### config.mk
export PLATFORM = sky130hd
export DESIGN_NAME = first_fit_partition_allocator
export DESIGN_NICKNAME = d
export VERILOG_FILES = /design/src/hdl/ffpa_pkg.sv /design/src/hdl/ffpa_datapath.sv /design/src/hdl/ffpa_ctrl.sv /design/src/hdl/first_fit_partition_allocator.sv
export VERILOG_INCLUDE_DIRS = /design/src /design/src/hdl
export SDC_FILE = /design/constraint.sdc
export NUM_CORES = 2
export LEC_CHECK = 0
export BUFFER_PORTS_ARGS = -buffer_cell sky130_fd_sc_hd__buf_2
export CELL_PAD_IN_SITES_DETAIL_PLACEMENT = 1
export CELL_PAD_IN_SITES_GLOBAL_PLACEMENT = 1
export CORE_MARGIN = 2
export CORE_UTILIZATION = 49
export DETAILED_ROUTE_END_ITERATION = 10
export PLACE_DENSITY = 0.79
export SETUP_SLACK_MARGIN = 0.1
export SYNTH_ARGS = -nofsm -noshare
export SYNTH_HDL_FRONTEND = slang
export SYNTH_SLANG_ARGS = --single-unit
### constraint.sdc
create_clock -name clk -period 16.3 [get_ports clk]
set_input_delay 2.445 -clock clk [delete_from_list [all_inputs] [get_ports clk]]
set_output_delay 2.445 -clock clk [all_outputs]
set_load 0.005 [all_outputs]
### src/hdl/first_fit_partition_allocator_assert.svh
// Assertion macros for the first-fit partition allocator
`ifndef FIRST_FIT_PARTITION_ALLOCATOR_ASSERT_SVH
`define FIRST_FIT_PARTITION_ALLOCATOR_ASSERT_SVH

// a condition implies a consequence in the same cycle
`define FFPA_ASSERT_IMP(label, clk, rst, cond, cons, msg) \
  label: assert property (@(posedge clk) disable iff (rst) (cond) |-> (cons)) else $error(msg);

// a condition implies a consequence in the next cycle
`define FFPA_ASSERT_NEXT(label, clk, rst, cond, cons, msg) \
  label: assert property (@(posedge clk) disable iff (rst) (cond) |=> (cons)) else $error(msg);

`endif

### src/hdl/ffpa_pkg.sv
package ffpa_pkg;

  localparam int unsigned AddrW = 16;
  localparam logic [AddrW-1:0] ResetTotal = 16'd640;

  typedef enum logic [1:0] {
    ST_OK       = 2'd0,
    ST_NO_FIT   = 2'd1,
    ST_NO_MATCH = 2'd2,
    ST_BAD      = 2'd3
  } status_t;

  localparam logic FUNC_ALLOC = 1'b0;
  localparam logic FUNC_FREE  = 1'b1;

  // controller to datapath
  typedef struct packed {
    logic load;        // capture request
    logic scan_step;   // advance scan index
    logic scan_reset;  // restart scan index at zero
    logic alloc_apply; // alloc commit (insert used, adjust free)
    logic free_apply;  // free commit (remove used, insert/merge free)
    logic latch_hit;   // latch the scan hit index
  } ffpa_cmd_t;

  // datapath to controller
  typedef struct packed {
    logic scan_done;   // scan index reached count
    logic scan_hit;    // current entry matches
    logic used_full;
    logic size_zero;
    logic is_free;
  } ffpa_sts_t;

endpackage

### src/hdl/ffpa_datapath.sv
// Table storage and the scan/shift datapath
module ffpa_datapath #(
  parameter int unsigned MaxParts = 16
) (
  input  logic                   clk,
  input  logic                   rst,
  input  logic                   cfg_we,
  input  logic [15:0]            cfg_data,
  input  logic                   func,
  input  logic [15:0]            req_size,
  input  ffpa_pkg::ffpa_cmd_t    cmd,
  output ffpa_pkg::ffpa_sts_t    sts,
  output logic [15:0]            hit_addr
);
  localparam int unsigned FreeDepth = MaxParts + 1;
  localparam int unsigned CntW = $clog2(FreeDepth + 1);
  localparam int unsigned FIdxW = $clog2(FreeDepth);
  localparam int unsigned UIdxW = (MaxParts > 1) ? $clog2(MaxParts) : 1;

  logic [15:0] free_start [FreeDepth];
  logic [15:0] free_length [FreeDepth];
  logic [15:0] used_start [MaxParts];
  logic [15:0] used_length [MaxParts];
  logic [CntW-1:0] free_count;
  logic [CntW-1:0] used_count;
  logic            req_func;
  logic [15:0]     req_len;
  logic [CntW-1:0] idx;
  logic [CntW-1:0] hit_idx;

  // scan compare: allocate scans free table, free scans used table
  logic [FIdxW-1:0] fi;
  logic [UIdxW-1:0] ui;
  assign fi = idx[FIdxW-1:0];
  assign ui = idx[UIdxW-1:0];

  logic scan_done_c, scan_hit_c;
  always_comb begin
    scan_hit_c = 1'b0;
    if (req_func == ffpa_pkg::FUNC_ALLOC) begin
      scan_done_c = (idx >= free_count);
      if (!scan_done_c) scan_hit_c = (free_length[fi] >= req_len);
    end else begin
      scan_done_c = (idx >= used_count);
      if (!scan_done_c) scan_hit_c = (used_length[ui] == req_len);
    end
  end

  // insertion points, one combinational pass over the independent entries: free
  // side for the freed address, used side for the allocated one; only the chosen index matters
  logic [15:0] rel_addr;
  logic [FIdxW-1:0] hi_f;
  logic [UIdxW-1:0] hi_u;
  assign hi_f = hit_idx[FIdxW-1:0];
  assign hi_u = hit_idx[UIdxW-1:0];
  assign rel_addr = used_start[hi_u];

  logic [CntW-1:0] fpos;
  logic [CntW-1:0] upos;
  always_comb begin
    fpos = '0;
    for (int k = 0; k < FreeDepth; k++)
      if (CntW'(k) < free_count && free_start[k] < rel_addr) fpos = CntW'(k + 1);
    upos = '0;
    for (int k = 0; k < MaxParts; k++)
      if (CntW'(k) < used_count && used_start[k] < free_start[hi_f])
        upos = CntW'(k + 1);
  end

  logic [FIdxW-1:0] fp, fpm;
  assign fp  = fpos[FIdxW-1:0];
  assign fpm = FIdxW'(fpos - 1'b1);
  logic left_m, right_m;
  assign left_m  = (fpos != 0) && (16'(free_start[fpm] + free_length[fpm]) == rel_addr);
  assign right_m = (fpos < free_count) && (16'(rel_addr + req_len) == free_start[fp]);

  assign sts.scan_done  = scan_done_c;
  assign sts.scan_hit   = scan_hit_c;
  assign sts.used_full  = (used_count >= CntW'(MaxParts));
  assign sts.size_zero  = (req_len == '0);
  assign sts.is_free    = req_func;
  assign hit_addr = (req_func == ffpa_pkg::FUNC_ALLOC) ? free_start[hi_f] : rel_addr;

  // table update: a commit may shift the entries past the insertion or removal point by one place in parallel
  always_ff @(posedge clk) begin
    if (rst || cfg_we) begin
      free_start[0] <= '0;
      free_length[0] <= rst ? ffpa_pkg::ResetTotal : cfg_data;
      free_count <= (rst || cfg_data != '0) ? CntW'(1) : '0;
      used_count <= '0;
      idx <= '0;
    end else begin
      if (cmd.load) begin
        req_func <= func;
        req_len  <= req_size;
      end
      if (cmd.scan_reset) idx <= '0;
      else if (cmd.scan_step) idx <= idx + 1'b1;
      if (cmd.latch_hit) hit_idx <= idx;
      if (cmd.alloc_apply) begin
        for (int k = MaxParts - 1; k > 0; k--)
          if (CntW'(k) > upos) begin
            used_start[k]  <= used_start[k-1];
            used_length[k] <= used_length[k-1];
          end
        used_start[upos[UIdxW-1:0]]  <= free_start[hi_f];
        used_length[upos[UIdxW-1:0]] <= req_len;
        used_count <= used_count + 1'b1;
        if (free_length[hi_f] == req_len) begin
          for (int k = 0; k < FreeDepth - 1; k++)
            if (CntW'(k) >= hit_idx) begin
              free_start[k]  <= free_start[k+1];
              free_length[k] <= free_length[k+1];
            end
          free_count <= free_count - 1'b1;
        end else begin
          free_start[hi_f]  <= 16'(free_start[hi_f] + req_len);
          free_length[hi_f] <= 16'(free_length[hi_f] - req_len);
        end
      end
      if (cmd.free_apply) begin
        for (int k = 0; k < MaxParts - 1; k++)
          if (CntW'(k) >= hit_idx) begin
            used_start[k]  <= used_start[k+1];
            used_length[k] <= used_length[k+1];
          end
        used_count <= used_count - 1'b1;
        if (left_m && right_m) begin
          free_length[fpm] <= 16'(free_length[fpm] + req_len + free_length[fp]);
          for (int k = 0; k < FreeDepth - 1; k++)
            if (CntW'(k) >= fpos) begin
              free_start[k]  <= free_start[k+1];
              free_length[k] <= free_length[k+1];
            end
          free_count <= free_count - 1'b1;
        end else if (left_m) begin
          free_length[fpm] <= 16'(free_length[fpm] + req_len);
        end else if (right_m) begin
          free_start[fp]  <= rel_addr;
          free_length[fp] <= 16'(free_length[fp] + req_len);
        end else if (free_count < CntW'(FreeDepth)) begin
          for (int k = FreeDepth - 1; k > 0; k--)
            if (CntW'(k) > fpos) begin
              free_start[k]  <= free_start[k-1];
              free_length[k] <= free_length[k-1];
            end
          free_start[fp]  <= rel_addr;
          free_length[fp] <= req_len;
          free_count <= free_count + 1'b1;
        end
      end
    end
  end
endmodule

### src/hdl/ffpa_ctrl.sv
// Request sequencer: scan, commit on a hit, then present the result
module ffpa_ctrl (
  input  logic                clk,
  input  logic                rst,
  input  logic                cfg_we,
  input  logic                in_valid,
  output logic                in_stall,
  output logic                out_valid,
  input  logic                out_stall,
  input  logic [15:0]         hit_addr,
  input  ffpa_pkg::ffpa_sts_t sts,
  output ffpa_pkg::ffpa_cmd_t cmd,
  output logic [1:0]          status,
  output logic [15:0]         address
);
  typedef enum logic [1:0] {S_IDLE, S_SCAN, S_APPLY} state_t;
  state_t state;

  logic out_full;
  assign out_valid = out_full;
  assign in_stall  = (state != S_IDLE) || (out_full && out_stall);

  logic in_xfer;
  assign in_xfer = in_valid && !in_stall;

  always_comb begin
    cmd = '0;
    cmd.load = in_xfer;
    cmd.scan_reset = in_xfer;
    if (state == S_SCAN) begin
      cmd.scan_step = !sts.scan_hit && !sts.scan_done;
      cmd.latch_hit = sts.scan_hit;
    end
    if (state == S_APPLY) begin
      cmd.alloc_apply = !sts.is_free;
      cmd.free_apply  = sts.is_free;
    end
  end

  // state and registered result
  always_ff @(posedge clk) begin
    if (rst || cfg_we) begin
      state <= S_IDLE;
      out_full <= 1'b0;
    end else begin
      if (out_full && !out_stall) out_full <= 1'b0;
      case (state)
        S_IDLE: if (in_xfer) state <= S_SCAN;
        S_SCAN: begin
          if (sts.size_zero || (!sts.is_free && sts.used_full)) begin
            status <= ffpa_pkg::ST_BAD; address <= '0; out_full <= 1'b1;
            state <= S_IDLE;
          end else if (sts.scan_hit) begin
            state <= S_APPLY;
          end else if (sts.scan_done) begin
            status <= sts.is_free ? ffpa_pkg::ST_NO_MATCH : ffpa_pkg::ST_NO_FIT;
            address <= '0; out_full <= 1'b1;
            state <= S_IDLE;
          end
        end
        S_APPLY: begin
          status <= ffpa_pkg::ST_OK; address <= hit_addr; out_full <= 1'b1;
          state <= S_IDLE;
        end
        default: state <= S_IDLE;
      endcase
    end
  end
endmodule

### src/hdl/first_fit_partition_allocator.sv
// First-fit partition allocator. Each item runs a one-entry-per-cycle scan
// of the free table (allocate) or allocated table (free), over up to
// MAX_PARTITIONS + 1 table entries; a hit adds a commit step that updates
// both tables at once, and a size of zero or, on allocate, a full allocated
// table gives an error result from the scan state without a commit. One item
// is in work at a time; a new item is taken only once the last result has
// left or leaves in the same cycle, so output stalls hold off the input.
// A cfg_we write resets both tables.
`include "first_fit_partition_allocator_assert.svh"
module first_fit_partition_allocator #(
  parameter int unsigned MAX_PARTITIONS = 16
) (
  input  logic        clk,
  input  logic        rst,
  input  logic        cfg_we,
  input  logic [15:0] cfg_data,
  input  logic        in_valid,
  output logic        in_stall,
  input  logic        func,
  input  logic [15:0] req_size,
  output logic        out_valid,
  input  logic        out_stall,
  output logic [1:0]  status,
  output logic [15:0] address
);
  ffpa_pkg::ffpa_cmd_t cmd;
  ffpa_pkg::ffpa_sts_t sts;
  logic [15:0] hit_addr;

  ffpa_datapath #(.MaxParts(MAX_PARTITIONS)) u_dp (
    .clk, .rst, .cfg_we, .cfg_data, .func, .req_size,
    .cmd, .sts, .hit_addr
  );

  ffpa_ctrl u_ctrl (
    .clk, .rst, .cfg_we, .in_valid, .in_stall, .out_valid, .out_stall,
    .hit_addr, .sts, .cmd, .status, .address
  );

  `FFPA_ASSERT_IMP(a_err_addr_zero, clk, rst, out_valid && status != ffpa_pkg::ST_OK,
    address == 16'd0, "error result with nonzero address")
  `FFPA_ASSERT_IMP(a_one_apply, clk, rst, cmd.alloc_apply || cmd.free_apply,
    !(cmd.alloc_apply && cmd.free_apply) && in_stall, "commit overlap")
  `FFPA_ASSERT_NEXT(a_accept_stalls, clk, rst, in_valid && !in_stall && !cfg_we,
    in_stall, "accepted while busy")
endmodule
==> impl_metrics.toml <==
[status]
status = "finished with violations"
violations = "max-capacitance violations, max-slew violations"

[sta]
tns_ns = 0
worst_pin_slew_ns = 1.62
drv_slew = 4
rsz0062_at_grt = "false"
fmax_ghz = 0.0635
fin_worst_skew_ns = 0.0832
layout_setup_ws_ns = 0.560
final.min_clock_period_ns = 15.74
setup_viol = 0
period_share_pct = 96.6
hold_viol = 0
timing.slew.headroom_pct = -8.92

[die]
initial_core_util_pct = 49.1
core_region_area_um2 = 243000
io_pins = 58
dieHeight_um = 497
rows = 181
dieArea_um2 = 247000
die_width_um = 497

[detailed_routing]
drc = 0
dr_wl_met2_um = 247000
ant_nets = 0
drt_first_pass_iters = 8
top_layer_used = "met5"
met1_length_um = 205000
routed_wirelength_um = 591000
drt_iter0_drc = 16700
met3_wirelength_um = 87400
via_per_inst = 7.79
routedWlPerCell_um = 44.9
vias = 102000

[worst_setup_path]
critPathLaunchType = "flop"
crit_buf_inv = 8
crit_arrival_ns = 16.41
cp_max_fo = 45
cpPeakStageDelay_ns = 0.94
cpMostUsedCell = "buf_4"
worst_path_max_delay_cell = "a221o_1"
critPathKind = "flop to flop"
worst_ep_required_time_ns = 16.97
crit_family = "compound AO/OA/AOI/OAI gates"
end_kind = "flop"

[power_and_ir_drop]
power.density_nw_per_um2 = 81.6
ir_worst_vdd_v = 0.000102
leakage_uw = 0.0492

[placement]
dp.final_hpwl_um = 406000
dp_slack_ns = 1.26
gp_congestion = 1.07
portBuffers = 57
dp.cells = 12800

[layout]
final_cell_mix = "edfxtp_1 (1576), mux2i_1 (1277), nand2_1 (950), mux4_2 (883), ha_1 (641)"
fillCellCount = 24000
fin_cells = 13200
nNetsFinal = 10400
layout_commonest_cell = "edfxtp_1"
drive_gt1_share_pct = 22.3
fin_util_pct = 54.6
syn2layout_area_growth_pct = 11.0

[grt]
antenna_found_initial = 59
grt_first_pass_wirelength_um = 818000
grt.total_usage_pct = 46.7
grt_max_degree = 96
grt-ovfl-total = 0
grt_pass1_vias = 102000

[synth]
synth-simple-area-share_pct = 8.39
synth_cell_types = 115
syn_avg_cell_area_um2 = 12.2
synth_cells = 9765
ys.warnings.count = 0
synth_ff_type = "edfxtp_1"
synth_compound_area_share_pct = 10.6
syn_area_um2 = 119000
synth_top_family_by_area = "multiplexers"
ys_seq_area_share_pct = 40.2
synthAdderAreaFrac_pct = 6.86
synth-xor-area-share_pct = 0.971
synthMuxAreaShare_pct = 29.9
synthArstFlopShare_pct = 0
synth_edf_count = 1576
ys_ff_latch = 1604
synth_nets = 10500

[clock_tree]
holdBufCountCts = 0
cts_tree = "yes"
cts-resized-gates = 0
max-clock-path-buffers = 3
cts.clk_slew.worst_paths_ns = 0.06
clock-sinks = 1604
clock_latency_ns = 0.94
root_buffer = "clkbuf_16"
post-cts-setup-buffers = 0
cts_made_buffers = 188
cts_max_level = 4

[min_path]
hold_class = "flop to flop"

[flow_run]
cap_viol_max_count = 3
==> tightest hold or removal path, delay by kind of cell (launching register included) <==
| family | cells | cell delay [ns] |
|---|---|---|
| DFF | 1 | 0.33 |
| AOI/OAI and AO/OA | 1 | 0.07 |
| and+or+nand+nor | 1 | 0.08 |
==> synthesized netlist by cell type (38+ instances only) <==
library cell	number	area share (%)
nor3b_1	54	0.34
o211ai_1	75	0.47
mux2i_1	1296	11
ha_1	642	6.7
nor3_1	101	0.42
inv_1	156	0.49
o21a_1	95	0.60
nand2b_1	75	0.39
o22ai_1	38	0.20
clkbuf_1	484	1.5
a21o_1	114	0.72
nand2_1	961	3.0
a221o_1	116	0.97
nand4_1	59	0.31
buf_2	103	0.43
a211oi_1	48	0.30
a21oi_1	363	1.5
mux4_2	883	17
nor2_1	313	0.99
o21ai_0	546	2.3
edfxtp_1	1576	40
and3_1	92	0.48
nor2b_1	54	0.28
mux2_2	243	2.3
nand3_1	278	1.2
buf_1	136	0.43
a31oi_1	103	0.54
xnor2_1	110	0.81
==> per-layer routing <==
layer,vias up,GRT usage (%)
met1,52100,58.2
met2,9032,66.7
met3,2312,17.8
li1,39000,-
met4,44,32.9
met5,-,0.0965
==> state kept, by name, summed over array words and instances (netlist names), named ones only <==
signal and count:
u_ctrl.state 2, u_dp.hi_f 5, u_dp.used_start 256, u_ctrl.out_valid 1
u_dp.used_count 5, u_ctrl.status 2, u_dp.used_length 256, u_dp.fi 5
u_dp.free_start 512, u_dp.free_count 5, u_dp.req_func 1, u_ctrl.address 16
u_dp.free_length 512, u_dp.req_len 16
==> final timing paths <==
| check | startpoint | endpoint | slack [ns] | cells after the start |
|---|---|---|---|---|
| hold reg to reg | u_ctrl.state[0] | u_ctrl.state[0] | 0.53 | 2 |
| setup / recovery | flop | u_dp.free_length[16][0] | 0.56 | 37 |
| hold / removal | u_ctrl.state[0] | u_ctrl.state[0] | 0.53 | 2 |
| setup reg to reg | flop | u_dp.free_length[16][0] | 0.56 | 37 |
==> power by group <==
part | internal [uW] | total, uW | switching, uW
clock | 2600 | 4590 | 1990
combinational | 594 | 1680 | 1080
sequential | 4510 | 4540 | 21.6
total | 7710 | 10800 | 3100
==> cell type report <==
| class | count | area (um2) | share of cell area [%] |
|---|---|---|---|
| Multi-Input combinational cell | 7246 | 68800 | 52.0 |
| Sequential cell | 1604 | 47900 | 36.2 |
| Tap cell | 3202 | 4010 | 3.03 |
| Antenna cell | 31 | 77.6 | 0.0586 |
| Clock buffer | 231 | 4890 | 3.69 |
| Clock inverter | 115 | 1560 | 1.18 |
| Inverter | 168 | 653 | 0.494 |
| Timing Repair Buffer | 553 | 4430 | 3.35 |
==> cell families after synthesis <==
group,Yosys count
and+or+nand+nor,2149
xor gates and xnor gates,129
buffers and inverters,915
adders and majority gates,649
muxes,2431
AOI/OAI and AO/OA,1888
DFF,1604
==> through the flow <==
step / area (um2) / hold slack [ns] / total power [uW]
after floorplan: 119000 / 0.476 / 5580
after global placement: 126000 / 0.497 / 6170
after detailed placement: 126000 / 0.522 / 6200
after CTS: 132000 / 0.531 / 10700
after global routing: 132000 / 0.566 / 11000
final: 132000 / 0.533 / 10800
Note: power is estimated with default switching activity, not from simulation.
